**config.mk**
```make
export PLATFORM = sky130hd
export DESIGN_NAME = npcs_ctrl
export DESIGN_NICKNAME = d
export VERILOG_FILES = /design/src/sv/npcs_pkg.sv /design/src/sv/npcs_ctrl.sv
export SDC_FILE = /design/constraint.sdc
export NUM_CORES = 1
export LEC_CHECK = 0
export ABC_AREA = 1
export BUFFER_PORTS_ARGS = -buffer_cell sky130_fd_sc_hd__buf_4
export CAP_MARGIN = 20
export CORE_AREA = 10 10 47 49
export CTS_CLUSTER_SIZE = 24
export DETAILED_ROUTE_END_ITERATION = 10
export DIE_AREA = 0 0 57 59
export GPL_TIMING_DRIVEN = 0
export SYNTH_ARGS = -nofsm -noshare
export SYNTH_HDL_FRONTEND = slang
export SYNTH_SLANG_ARGS = --single-unit
```
**constraint.sdc**
```tcl
create_clock -name aclk -period 1.78 [get_ports aclk]
set_input_delay 0.178 -clock aclk [delete_from_list [all_inputs] [get_ports aclk]]
set_output_delay 0.178 -clock aclk [all_outputs]
set_load 0.01 [all_outputs]
```
**src/sv/npcs_pkg.sv**
```systemverilog
// Shared types, constants and helpers of the nearest palette colour search.
// No dependencies.
`timescale 1ns / 1ps

package npcs_pkg;

    localparam int PALETTE_DEPTH = 256;
    localparam int PAL_IDX_W     = $clog2(PALETTE_DEPTH);
    localparam int CNT_W         = $clog2(PALETTE_DEPTH + 1);
    localparam int IDX_EXT_W     = (PAL_IDX_W > 8) ? PAL_IDX_W : 8;
    localparam int ENTRY_CMP_W   = (CNT_W > 8) ? CNT_W : 8;
    localparam int SIZE_CMP_W    = (CNT_W > 9) ? CNT_W : 9;

    // largest distance is about 2.75e8, fits 29 bits
    localparam int DIST_W = 29;

    localparam logic [DIST_W-1:0] START_BEST   = DIST_W'(9999999);
    localparam logic [DIST_W-1:0] WEIGHT_RED   = DIST_W'(222784);
    localparam logic [DIST_W-1:0] WEIGHT_GREEN = DIST_W'(14400);
    localparam logic [DIST_W-1:0] WEIGHT_BLUE  = DIST_W'(1936);
    localparam logic [DIST_W-1:0] WEIGHT_ALPHA = DIST_W'(6750);

    // v / 15 == (v * 137) >> 11 for every 8-bit v
    localparam logic [15:0] DIV15_MUL = 16'd137;

    localparam logic MODE_WRITE = 1'b0;
    localparam logic MODE_QUERY = 1'b1;

    typedef enum logic [1:0] {
        ST_IDLE,
        ST_SEARCH,
        ST_DRAIN,
        ST_DONE
    } npcs_state_t;

    typedef struct packed {
        logic write;   // store s_argb_color at s_entry_index
        logic start;   // latch pixel and count, clear best
        logic issue;   // read next palette entry into the pipeline
        logic load;    // move nearest index into the output register
    } npcs_cmd_t;

    typedef struct packed {
        logic issue_done;
        logic pipe_empty;
        logic out_free;
    } npcs_status_t;

    typedef struct packed {
        logic [4:0] a;
        logic [4:0] r;
        logic [5:0] g;
        logic [4:0] b;
    } npcs_chan_t;

    function automatic logic [4:0] div15(input logic [7:0] v);
        logic [15:0] p;
        p = 16'(v) * DIV15_MUL;
        return p[15:11];
    endfunction

    function automatic npcs_chan_t reduce_color(input logic [31:0] c);
        npcs_chan_t ch;
        ch.a = div15(c[31:24]);
        ch.r = c[23:19];
        ch.g = c[15:10];
        ch.b = c[7:3];
        return ch;
    endfunction

endpackage

```
**src/sv/npcs_ctrl.sv**
```systemverilog
// Controller FSM of the nearest palette colour search.
// Depends on npcs_pkg; drives the datapath by npcs_cmd_t, reads npcs_status_t.
`timescale 1ns / 1ps

module npcs_ctrl import npcs_pkg::*; (
    input  logic         aclk,
    input  logic         aresetn,
    input  logic         s_tvalid,
    input  logic         s_mode,
    output logic         s_tready,
    output npcs_cmd_t    cmd,
    input  npcs_status_t status
);

    npcs_state_t state_reg, state_next;

    always_ff @(posedge aclk) begin
        if (!aresetn) begin
            state_reg <= ST_IDLE;
        end else begin
            state_reg <= state_next;
        end
    end

    always_comb begin
        state_next = state_reg;
        cmd        = '0;
        s_tready   = 1'b0;
        unique case (state_reg)
            ST_IDLE: begin
                s_tready = 1'b1;
                if (s_tvalid) begin
                    if (s_mode == MODE_QUERY) begin
                        cmd.start  = 1'b1;
                        state_next = ST_SEARCH;
                    end else begin
                        cmd.write = 1'b1;
                    end
                end
            end
            ST_SEARCH: begin
                if (status.issue_done) begin
                    state_next = ST_DRAIN;
                end else begin
                    cmd.issue = 1'b1;
                end
            end
            ST_DRAIN: begin
                if (status.pipe_empty) begin
                    state_next = ST_DONE;
                end
            end
            ST_DONE: begin
                if (status.out_free) begin
                    cmd.load   = 1'b1;
                    state_next = ST_IDLE;
                end
            end
            default: begin
                state_next = ST_IDLE;
            end
        endcase
    end

endmodule

```
# Word level (Yosys, flattened, before mapping)
# Index checks and enable logic that the tools add are counted.
dict set report word_totals {
  reg_bits 2
  in_bits 7
  out_inout_bits 5
  wordCells 26
}
dict set report op_classes {
  n_eq_ne 8
  muxes 15
  reduce_logical 2
}
# op n
set ops {}
lappend ops {{2-bit two-way mux} 7}
lappend ops {{2-bit inequality test, second input constant} 5}
lappend ops {{2-bit case mux with 4 select lines} 1}
lappend ops {{1-bit two-way mux} 7}
lappend ops {{5-bit AND reduction} 1}
lappend ops {{2-bit == test, second input constant} 2}
lappend ops {{2-bit by 1-bit == test with 1-bit output, second input constant} 1}
lappend ops {{2-bit logical NOT} 1}

# Longest topological paths before layout
dict set report logic_depth {
  ltp_word 3
  depth_mapped 8
  depth_no_buf 8
}

# Worst setup path before layout
# No wires, ideal clock.
dict set report synth_path {
  path_type {register to output}
  startpoint {register state_reg[0]}
  endpoint {output port cmd[3] (netlist name)}
  arrival_ps 1029
  t_required_ps 1602
  setup_slack_ps 573
  stages_incl_launch_ff 5
  path_buffers 0
  path_cell_list {dfxtp_1 -> inv_1 -> ha_1 -> inv_1 -> nor3_1}
}
# element line_no
set synth_lines {}
lappend synth_lines {{from (decl)} npcs_ctrl.sv:15} ;# npcs_state_t state_reg, state_next;
lappend synth_lines {{from (signal assigned)} npcs_ctrl.sv:21} ;# state_reg <= state_next;
lappend synth_lines {{to (decl)} npcs_ctrl.sv:11} ;# output npcs_cmd_t cmd,

==> impl_results.md <==
- Status: finished, final reports clean
- Largest net degree at the start of global routing: 6
- Num ports: 12
- Slew Limit Fails: 0
- Worst setup margin: between 0.3 and 0.4 ns
- Worst VDD drop: approximately 380 uV
- CTS resizes: 0
- CTS tree: yes
- Post-DP HPWL: between 500 and 600 um
- Max Clock Skew: ~0.0028 ns
- Fin crit period: roughly 1.4 ns
- Hold Path Stages: 3
- Total routed wirelength: between 600 and 700 um
- DR iter-0 viols: 6
- Core box area: roughly 1400 um2
- Worst slew pin tran: ~0.17 ns
- Syn-to-layout area delta: 45.9%
- Critical Path Fanout Max: 5
- DRC: 0
- Seq/Total Area, Yosys: between 10% and 20%
- Synthesized area per cell: around 6.2 um2
- Max reg flops: 2
- CTS Buf Count: 3
- Mapped cell area: between 200 and 300 um2
- Placer Congestion: roughly 0.65
- Initial antenna violation count: 0
- PD cells: between 1000 and 1500 nW/um2
- R2R depth: 8
- Pre-Repair DR Iteration Count: 2
- Clock Latency Late Sink: about 0.22 ns
- Syn Inst Count: between 40 and 50
- Mapped Nets: 56
- Final Hold Vio Count: 0
- Die H: between 50 and 60 um
- Leakage: 0.266 nW
- H-tree depth: 1
- CP dominant cell by count: inv_1
- Sinks on the clock net: 2
- Yosys cell types: 12
- Routed Antenna Nets: 0
- Tcrit/Tclk final: 81.1%
- Critical path required time: between 1.5 and 2 ns
- CTS root buf: clkbuf_4
- Setup CP Type: reg2out
- Vias in the first global route: between 200 and 300
- Total of max-cap violations: 0
- Row cnt: 14
- Reg clk slew, reported paths: 0.03 ns
- Routed wire per std cell: roughly 8.2 um
- Crit path launch type: register
- Worst rel slew slack: 88.7%
- Postcts setup bufs: 0
- Setup Total Neg Slack: 0 ns
- First-pass GRT wire length: roughly 1.1 mm
- Worst EP arrival: 1.27 ns
- Ant diodes: 0
- Setup violators final: 0
- CTS Buffer Depth: 2
- Most common cell after layout, fill and taps aside: inv_1
- Via density: around 3.7
- #FFs+latches synth: 2
- Hold Crit Class: in2reg
- Grt ovf: 0
- IO Port Bufs: 11
- Worst Setup End Kind: primary output
- Die span in x: between 50 and 60 um
- Die area: about 3400 um2
- Starting Density: between 15 and 20%
- Placement Setup Slack: a little over 0.5 ns
- Tot GR Track Use: under 10%
- Vias: ~270
- Final #Nets: 72
- RSZ-0062 raised after global routing: false
- CP max-delay cell: dfxtp_1
- Hold-fix buffers, CTS: 0
- Most frequent cells in the layout: inv_1, buf_4, nand2_1, nor2_1, ha_1
- CP cell instances: inv_1 -> ha_1 -> inv_1 -> nor3_1 -> buf_4
- Synth Warn #: 0
- Fmax: slightly below 0.7 GHz
- Layout cells sized above 1: a little over a third
- Slowest cell delay on critical path: 0.33 ns
[through the flow]
stage / power [mW] / cell area (um2) / hold WS (ns) / std cells / utilization, %
finish: 0.514 / 398 / 0.193 / 74 / 28.4
global route: 0.589 / 398 / 0.185 / 74 / 28.4
CTS: 0.530 / 398 / 0.183 / 74 / 28.4
detailed placement: 0.421 / 375 / 0.422 / 71 / 26.8
global placement: 0.418 / 375 / 0.418 / 71 / 26.8
floorplan: 0.325 / 273 / 0.305 / 44 / -
[worst paths after layout]
kind	from	endpoint	slack [ns]
min	aresetn	state_reg[1]	0.19
max reg2reg	state_reg[0]	state_reg[1]	0.51
min reg2reg	state_reg[0]	state_reg[0]	0.52
max	state_reg[1]	cmd[3]	0.34
[where the power goes]
group / internal [mW] / leakage, nW / switching [mW]
Clock: 0.0743 / 0.0138 / 0.0248
Combinational: 0.146 / 0.236 / 0.185
Sequential: 0.0646 / 0.0166 / 0.0192
[routing by layer]
metal	global-route usage [%]	routed length [um]	vias up
met4	4.03	0	0
met1	3.80	234	111
met3	2.79	73	0
met2	6.36	296	6
li1	-	-	155
met5	0	0	-
[synthesized netlist by cell type]
master	count	area share, %
inv_1	13	18
nand2_4	1	4.1
nor2_1	6	8.3
nand3_1	1	1.8
dfxtp_1	2	15
nand2_1	8	11
nand4_1	1	2.3
nand3_2	1	3.7
nor3_1	1	1.8
nand2_2	3	6.9
ha_1	5	23
nor2_2	2	4.6
[worst max-delay path, delay by kind of cell (launching register included)]
family	cells	cell delay (ns)
buffers and inverters	3	0.33
DFF	1	0.33
and+or+nand+nor	1	0.14
adders and majority gates	1	0.25
[cells by family after synthesis]
family        after synthesis  synth area share, %
fa+ha+maj                   5                 22.9
buf+inv                    13                 17.9
simple gates               24                 44.5
flops                       2                 14.7
[cell type report]
type	count	area [um2]
inverters	13	48.8
flip-flops and latches	2	40.0
clock buffers	3	22.5
well taps	16	20.0
multi-input cells	29	184
fillers	170	1000
repair buffers	11	82.6
Power figures use the tool's default switching activity.
